--- src/rtl/wst_pkg.sv ---
// Shared constants, types and helpers for the weighted sample table.
// Used by wst_div and weighted_sample_table; no dependencies.
package wst_pkg;

  localparam int CAPACITY         = 64;
  localparam int WEIGHT_FRAC_BITS = 24;
  localparam int RANDOM_BITS      = 16;

  localparam int IDX_W   = 6;                      // slot_index / slot_out / pick_count
  localparam int CNT_W   = 7;                      // entry_count, holds CAPACITY itself
  localparam int W_W     = 32;                     // weight and handle width
  localparam int TOTAL_W = 38;                     // running total
  localparam int DVD_W   = W_W + WEIGHT_FRAC_BITS; // normalize dividend
  localparam int DIV_CW  = $clog2(DVD_W);
  localparam int HALF_W  = TOTAL_W / 2;            // sample multiply split point
  localparam int X_W     = RANDOM_BITS + TOTAL_W;  // scaled threshold
  localparam int KEY_W   = W_W + IDX_W;            // (weight, slot) order key

  localparam int IN_TDATA_W  = 96;
  localparam int OUT_TDATA_W = 72;

  localparam logic [W_W-1:0] WEIGHT_ONE = W_W'(1) << WEIGHT_FRAC_BITS;

  typedef enum logic [3:0] {
    ACT_ADD_DEF  = 4'd0,
    ACT_ADD_W    = 4'd1,
    ACT_REP_DEF  = 4'd2,
    ACT_REP_W    = 4'd3,
    ACT_RELEASE  = 4'd4,
    ACT_READ     = 4'd5,
    ACT_SAMPLE   = 4'd6,
    ACT_NORM_SUM = 4'd7,
    ACT_NORM_GIV = 4'd8,
    ACT_LEAST    = 4'd9,
    ACT_CLEAR    = 4'd10
  } act_e;

  typedef enum logic [2:0] {
    ST_OK      = 3'd0,
    ST_FULL    = 3'd1,
    ST_BAD_IDX = 3'd2,
    ST_EMPTY   = 3'd3,
    ST_BAD_CNT = 3'd4
  } sts_e;

  typedef struct packed {
    sts_e             status;
    logic [IDX_W-1:0] slot;
    logic [W_W-1:0]   handle;
    logic [W_W-1:0]   weight;
    logic             last;
  } res_t;

  function automatic res_t mk_res(input sts_e st, input logic [IDX_W-1:0] slot,
                                  input logic [W_W-1:0] h, input logic [W_W-1:0] w,
                                  input logic last);
    res_t r;
    r.status = st;
    r.slot   = slot;
    r.handle = h;
    r.weight = w;
    r.last   = last;
    return r;
  endfunction

  function automatic logic [W_W-1:0] sat32(input logic [DVD_W-1:0] v);
    logic [W_W-1:0] r;
    r = (|v[DVD_W-1:W_W]) ? '1 : v[W_W-1:0];
    return r;
  endfunction

  function automatic logic [TOTAL_W-1:0] sat_tot(input logic [TOTAL_W:0] v);
    logic [TOTAL_W-1:0] r;
    r = v[TOTAL_W] ? '1 : v[TOTAL_W-1:0];
    return r;
  endfunction

endpackage

--- src/rtl/wst_div.sv ---
// Restoring divider, one quotient bit per cycle over a DVD_W-bit dividend.
// Depends on wst_pkg. Divisor must be nonzero.
module wst_div (
  input  logic                         clk_i,
  input  logic                         rst_ni,
  input  logic                         start_i,
  input  logic [wst_pkg::DVD_W-1:0]    dividend_i,
  input  logic [wst_pkg::TOTAL_W-1:0]  divisor_i,
  output logic                         busy_o,
  output logic                         done_o,
  output logic [wst_pkg::DVD_W-1:0]    quot_o
);

  logic                         busy_q, done_q;
  logic [wst_pkg::DIV_CW-1:0]   step_q;
  logic [wst_pkg::TOTAL_W-1:0]  rem_q, dvs_q;
  logic [wst_pkg::DVD_W-1:0]    quo_q;
  logic [wst_pkg::TOTAL_W:0]    shl;
  logic                         fit;

  // partial remainder stays below the divisor, so one spare bit is enough
  assign shl = {rem_q, quo_q[wst_pkg::DVD_W-1]};
  assign fit = shl >= {1'b0, dvs_q};

  always_ff @(posedge clk_i or negedge rst_ni) begin
    if (!rst_ni) begin
      busy_q <= 1'b0;
      done_q <= 1'b0;
      step_q <= '0;
    end else begin
      done_q <= 1'b0;
      if (start_i) begin
        busy_q <= 1'b1;
        step_q <= wst_pkg::DIV_CW'(wst_pkg::DVD_W - 1);
      end else if (busy_q) begin
        if (step_q == '0) begin
          busy_q <= 1'b0;
          done_q <= 1'b1;
        end else begin
          step_q <= step_q - 1'b1;
        end
      end
    end
  end

  always_ff @(posedge clk_i) begin
    if (start_i) begin
      rem_q <= '0;
      quo_q <= dividend_i;
      dvs_q <= divisor_i;
    end else if (busy_q) begin
      rem_q <= fit ? wst_pkg::TOTAL_W'(shl - {1'b0, dvs_q}) : shl[wst_pkg::TOTAL_W-1:0];
      quo_q <= {quo_q[wst_pkg::DVD_W-2:0], fit};
    end
  end

  assign busy_o = busy_q;
  assign done_o = done_q;
  assign quot_o = quo_q;

  property p_start_idle;
    @(posedge clk_i) disable iff (!rst_ni) start_i |-> !busy_q;
  endproperty
  a_start_idle: assert property (p_start_idle) else $error("divider restarted while busy");

endmodule

--- config.mk ---
export PLATFORM = sky130hd
export DESIGN_NAME = wst_div
export DESIGN_NICKNAME = d
export VERILOG_FILES = /design/src/rtl/wst_pkg.sv /design/src/rtl/wst_div.sv
export SDC_FILE = /design/constraint.sdc
export NUM_CORES = 1
export LEC_CHECK = 0
export BUFFER_PORTS_ARGS = -buffer_cell sky130_fd_sc_hd__buf_2
export CORE_MARGIN = 10
export CORE_UTILIZATION = 28
export CTS_CLUSTER_SIZE = 28
export DETAILED_ROUTE_END_ITERATION = 12
export MAX_ROUTING_LAYER = met4
export RECOVER_POWER = 25
export SLEW_MARGIN = 15
export SYNTH_ARGS = -nofsm -noshare
export SYNTH_HDL_FRONTEND = slang
export SYNTH_SLANG_ARGS = --single-unit
--- constraint.sdc ---
create_clock -name clk_i -period 5.1 [get_ports clk_i]
set_input_delay 0 -clock clk_i [delete_from_list [all_inputs] [get_ports clk_i]]
set_output_delay 0 -clock clk_i [all_outputs]
set_load 0.02 [all_outputs]
# Word level (Yosys, flattened, before mapping)
# Cells that the tools add are included.
[totals] regBits=140 latch_bits=0 ram_bits=0 romBits=0 input_bits=97 out_inout_bits=58 elab_cells=25 n_memories=0
[classes] n_addsub=2 mul=0 n_div=0 order_cmp=1 n_eq_ne=1 shift=0 n_mux=12 n_bitwise=0 reduce_logical=3
[ops] cell="$mux 56" n=2
[ops] cell="$ge 39x38->1" n=1
[ops] cell="$mux 38" n=1
[ops] cell="$sub 38x38->38" n=1
[ops] cell="$mux 6" n=3
[ops] cell="$logic_not 6->1" n=1
[ops] cell="$mux 1" n=6
[ops] cell="$sub 6x1->6 const B" n=1
[ops] cell="$ne 2x2->1 const B" n=1
[ops] cell="$reduce_and 2->1" n=1
[ops] cell="$reduce_bool 2->1" n=1

# Logic depth before layout (Yosys ltp)
[depth] ltp_word=4 mapped_depth=14 depth_no_buf=14

# Worst setup path before layout
# Ideal clock, no wire load.
[synth_timing] path_type="register -> register" start="reg quo_q (netlist bit quot_o[55])" end="reg rem_q[26] in the netlist's numbering" setup_time_ns=0.086 arrival_ns=2.936 required_time_ns=5.014 setup_slack_ns=2.078 path_stages_with_launch=15 n_path_buf=0 period_less_slack_ns=3.022 path_cell_list="edfxtp_1 -> inv_1 -> ha_1 -> inv_1 -> fa_1 -> a21oi_1 -> o211ai_1 -> a31o_2 -> a2111oi_0 -> nor2_1 -> a21oi_1 -> o21bai_1 -> xor2_1 -> mux2i_1 -> a211oi_1"
[synth_via] elab_chain_cells=2 word_cells_on_any_way=3 cone_classes="add/sub (1); order compare (1); mux (1)"
[synth_lines] element="start, declared" line_no="wst_div.sv:17" rtl="logic [wst_pkg::DVD_W-1:0] quo_q;"
[synth_lines] element="start signal, assigned" line_no="wst_div.sv:49" rtl="quo_q <= dividend_i;"
[synth_lines] element="start signal, assigned" line_no="wst_div.sv:53" rtl="quo_q <= {quo_q[wst_pkg::DVD_W-2:0], fit};"
[synth_lines] element="$sub 38x38->38 / $ge 39x38->1 (equally long branches)" line_no="wst_div.sv:52, wst_div.sv:23"
[synth_lines] element="$mux 38 *" line_no="wst_div.sv:52" rtl="rem_q <= fit ? wst_pkg::TOTAL_W'(shl - {1'b0, dvs_q}) : shl[wst_pkg::TOTAL_W-1:0];"
[synth_lines] element="end signal, assigned" line_no="wst_div.sv:52"
[synth_lines] element="end, declared" line_no="wst_div.sv:16" rtl="logic [wst_pkg::TOTAL_W-1:0] rem_q, dvs_q;"
# Mark *: on every way between the ends. The rest lies on a longest branch, timed or not.
# A chain may end at the register's enable or synchronous reset.

# Worst setup path in the final report
[layout_timing] start="reg dvs_q[6] in the netlist's numbering" end="reg rem_q[10] in the netlist's numbering"
[layout_via] elab_chain_cells=2 word_cells_on_any_way=3 cone_classes="add/sub (1); order compare (1); mux (1)"
[layout_lines] element="start, declared" line_no="wst_div.sv:16"
[layout_lines] element="start signal, assigned" line_no="wst_div.sv:50" rtl="dvs_q <= divisor_i;"
[layout_lines] element="$sub 38x38->38 / $ge 39x38->1 (equally long branches)" line_no="wst_div.sv:52, wst_div.sv:23"
[layout_lines] element="$mux 38 *" line_no="wst_div.sv:52"
# Marks and branches as above.

==> metrics.csv <==
stage,metric,value,unit
clock_tree,CTS tree,built,
setup_path,critical-path cell list,inv_1 > ha_1 > a21oi_1 > nand2_1 > o21a_1 > nor3_1 > o211ai_2 > o21ai_2 > a31o_2 > buf_4 > mux2i_1 > a211oi_1,
synthesis,"Top FF cell, synth",edfxtp_1,
pwr,Static Leak,4.454,nW
placed_design,Final HPWL DP,14310,um
outcome,status,"complete, but fails checks",
timing,final hold vios,0,
clock_tree,Worst-path clk slew,70,ps
cells_and_area,area grow syn2layout,34.84,%
placed_design,routability cong.,0.8621,
setup_path,worst-path fanout max,42,
setup_path,crit path max-delay cell type,a31o_2,
setup_path,flop2flop setup slack,1340,ps
pwr,P_int,2.272,mW
synthesis,"Seq/Total Area, Yosys",49.79,%
clock_tree,post_cts resized,0,
clock_tree,H-tree depth,4,
floorplan,DIE HEIGHT,184.8,um
outcome,failing checks,"capacitance limit, slew limit",
timing,Final setup viols,0,
global_routing,gr usage total,12.46,%
floorplan,num ports,155,
timing,slew margin rel.,-57.94,%
cells_and_area,multi-input logic area,3503,sq um
clock_tree,cts bufs inserted,17,
timing,Worst Skew,12.09,ps
worst_hold_path,hold_sp,divisor_i[0],
cells_and_area,layout cell share with drive strength beyond 1,25.00,%
routing,via count,6083,
cells_and_area,fin nets,1090,
floorplan,Core Rows,60,
global_routing,GR Overflow Total,0,
synthesis,Synth Instances,709,
synthesis,post-synth net total,847,
setup_path,worst path buffer plus inverter count,2,
worst_hold_path,Worst Hold Path EP,dvs_q[0],
routing,DRT iter0 DRCs,251,
timing,Tightest Pin Transition,2369,ps
setup_path,Critical Path Sink Type,flop,
setup_path,FF-to-FF path depth,12,
timing,min cycle time layout,3755,ps
synthesis,number of flops mapped to enable cells by yosys,94,
synthesis,Avg Inst Size Synth,10.72,sq um
clock_tree,clk_lat worst skew,420,ps
timing,period utilisation layout,73.63,%
synthesis,post-synthesis cell type count,57,
timing,fmax,266.3,MHz
global_routing,first-pass GRT wire length,33030,um
cells_and_area,FF/Latch Area,3785,sq um
floorplan,Starting Density,28.36,%
global_routing,pin count of the biggest net entering global routing,67,
synthesis,#FFs+latches synth,140,
clock_tree,Root Buffer,clkbuf_16,
worst_hold_path,worst hold path class,in -> reg,
job,Max Cap Viol,1,
pwr,Sw Share,25.49,%
cells_and_area,filler instances,2572,
placed_design,Place WS,1421,ps
routing,Avg WL per Cell,15.72,um
setup_path,R2R Path Start,dvs_q[6],
pwr,pwr dens,297.6,nW/um^2
synthesis,ys async rst share,5.714,%
synthesis,post-synth top area share,37.14,%
pwr,Clk pwr share,42.5,%
synthesis,most frequent cell after synthesis,edfxtp_1,
pwr,Max IR drop VDD,0.0002118,V
global_routing,vias in the first global route,6442,
routing,drt via density,4.658,
setup_path,required time of the critical path,5280,ps
floorplan,Die X,184.8,um
synthesis,top post-synthesis cells by area,"edfxtp_1 (37%), dfxtp_1 (10%), mux2_2 (8.4%)",
timing,setup_tns,0,ps
setup_path,Worst R2R End,rem_q[10],
floorplan,die footprint,34130,sq um
setup_path,Critical Path Max Stage Delay,900,ps
routing,Total Routed Length,20530,um
global_routing,antenna violations before repair,1,
timing,fin. max-slew vios,46,
synthesis,Synth area leader,edfxtp_1,
routing,Detail Route Antenna Nets,0,
worst_hold_path,Cells on Worst Hold Path,2,
setup_path,Setup Crit Path Kind,reg -> reg,
pwr,switching power,777.3,uW
floorplan,Core ar.,26800,sq um
timing,RSZ-0062 raised after global routing,no,
clock_tree,clk buf depth,2,
setup_path,crit path DAT,3930,ps
synthesis,synth warn,0,
routing,drt drc,0,
setup_path,Critical Path Start Type,flop,
placed_design,I/O Buffers,154,
synthesis,mapped cell area,7600,sq um
clock_tree,CTS sink cnt,140,
synthesis,"top cells by count, synth","edfxtp_1 (94), nor2_1 (71), a21oi_1 (60), mux2_2 (57), inv_1 (47)",
routing,1st-pass router iterations,4,
pwr,Seq pwr share,43.8,%
timing,"Worst Setup Slack, final",1345,ps
setup_path,"delay-heaviest family, CP",compound AO/OA/AOI/OAI gates,
pwr,combinational share of power,13.7,%
-- per-layer routing --
layer,part of all wire [%],vias to the layer above,global-route usage (%),routed length (um)
met5,0,-,-,0
met4,1.2,0,3.966,245
met3,5.3,16,3.564,1088
met2,47,148,19.48,9559
met1,47,2842,15.24,9632
li1,-,3077,-,-
-- worst reg2reg max path, stage by stage, from the launching register on --
cell      delay [ps]
edfxtp_1         380
inv_1             70
ha_1             270
a21oi_1          230
nand2_1           80
o21a_1           200
nor3_1           270
o211ai_2         170
o21ai_2          240
a31o_2           900
buf_4            420
mux2i_1          210
a211oi_1          90
-- sequential cells by signal, summed over array words and instances (netlist names) --
register	flops
done_o	1
busy_o	1
step_q	6
quot_o	56
dvs_q	38
rem_q	38
-- worst max-delay path by stage --
stage	slack (ps)	to	from	depth (start not counted)
final	1340	rem_q[10]	dvs_q[6]	12
after global routing	950	rem_q[10]	dvs_q[20]	11
after CTS	1390	rem_q[10]	dvs_q[6]	12
after detailed placement	1420	rem_q[10]	dvs_q[6]	12
after global placement	1480	rem_q[10]	dvs_q[10]	12
after floorplan	2080	rem_q[26]	quot_o[55]	14
-- repair_timing --
| action | CTS | global route |
|---|---|---|
| hold endpoints to repair | 102 | 0 |
| setup buffers | 0 | 0 |
| hold buffers | 96 | 0 |
-- power groups by stage --
stage	clock, mW	sequential (mW)	combinational, mW
floorplan	0	1.41	0.168
global placement	0	1.35	0.359
detailed placement	0	1.36	0.362
CTS	1.33	1.34	0.422
global route	1.37	1.35	0.459
finish	1.29	1.34	0.417
-- final cells by class --
class	instances	share of cell area, %
Antenna cell	1	0.02442
Clock buffer	17	4.151
Clock inverter	14	1.770
Inverter	47	1.722
Multi-Input combinational cell	491	34.19
Sequential cell	140	36.94
Tap cell	341	4.164
Timing Repair Buffer	255	17.05
-- cells by family after synthesis --
| group | synth area share [%] |
|---|---|
| simple gates | 9.944 |
| buf+inv | 4.116 |
| mux | 10.55 |
| xor+xnor | 4.379 |
| flops | 49.79 |
| fa+ha+maj | 6.849 |
| compound gates | 14.37 |
-- cells in the final DEF (no fill, tap or decap), types with 3 or more instances in the layout --
cell,instances
buf_4,5
and3_1,3
xor2_1,19
clkinv_4,3
a211oi_1,32
a21o_1,14
nor3_1,10
o21bai_1,4
nand2b_1,9
inv_6,6
mux2i_1,16
o211ai_1,5
bufinv_16,3
a31o_2,3
nor2b_1,3
dfrtp_1,7
clkbuf_16,17
o21ai_0,31
xnor2_1,19
dlygate4sd3_1,96
nand4_1,8
mux2_2,57
dfxtp_1,38
nand2_1,41
ha_1,40
edfxtp_1,94
nor2_1,71
a21oi_1,60
buf_2,136
inv_1,46
nand3_1,8
clkbuf_1,18
and2_1,5
a31oi_1,4
-- through the flow --
step	utilization [%]	power (mW)	area (sq um)	instances	hold slack (ps)
floorplan	-	1.577	7600	709	-295.6
finish	38.24	3.049	10250	1306	304.7
detailed placement	32.47	1.719	8702	1178	-144.1
global route	38.24	3.171	10250	1306	294.9
global placement	32.47	1.714	8702	1178	-143.2
CTS	38.32	3.087	10270	1305	72.05
(Power assumes the default switching activity.)
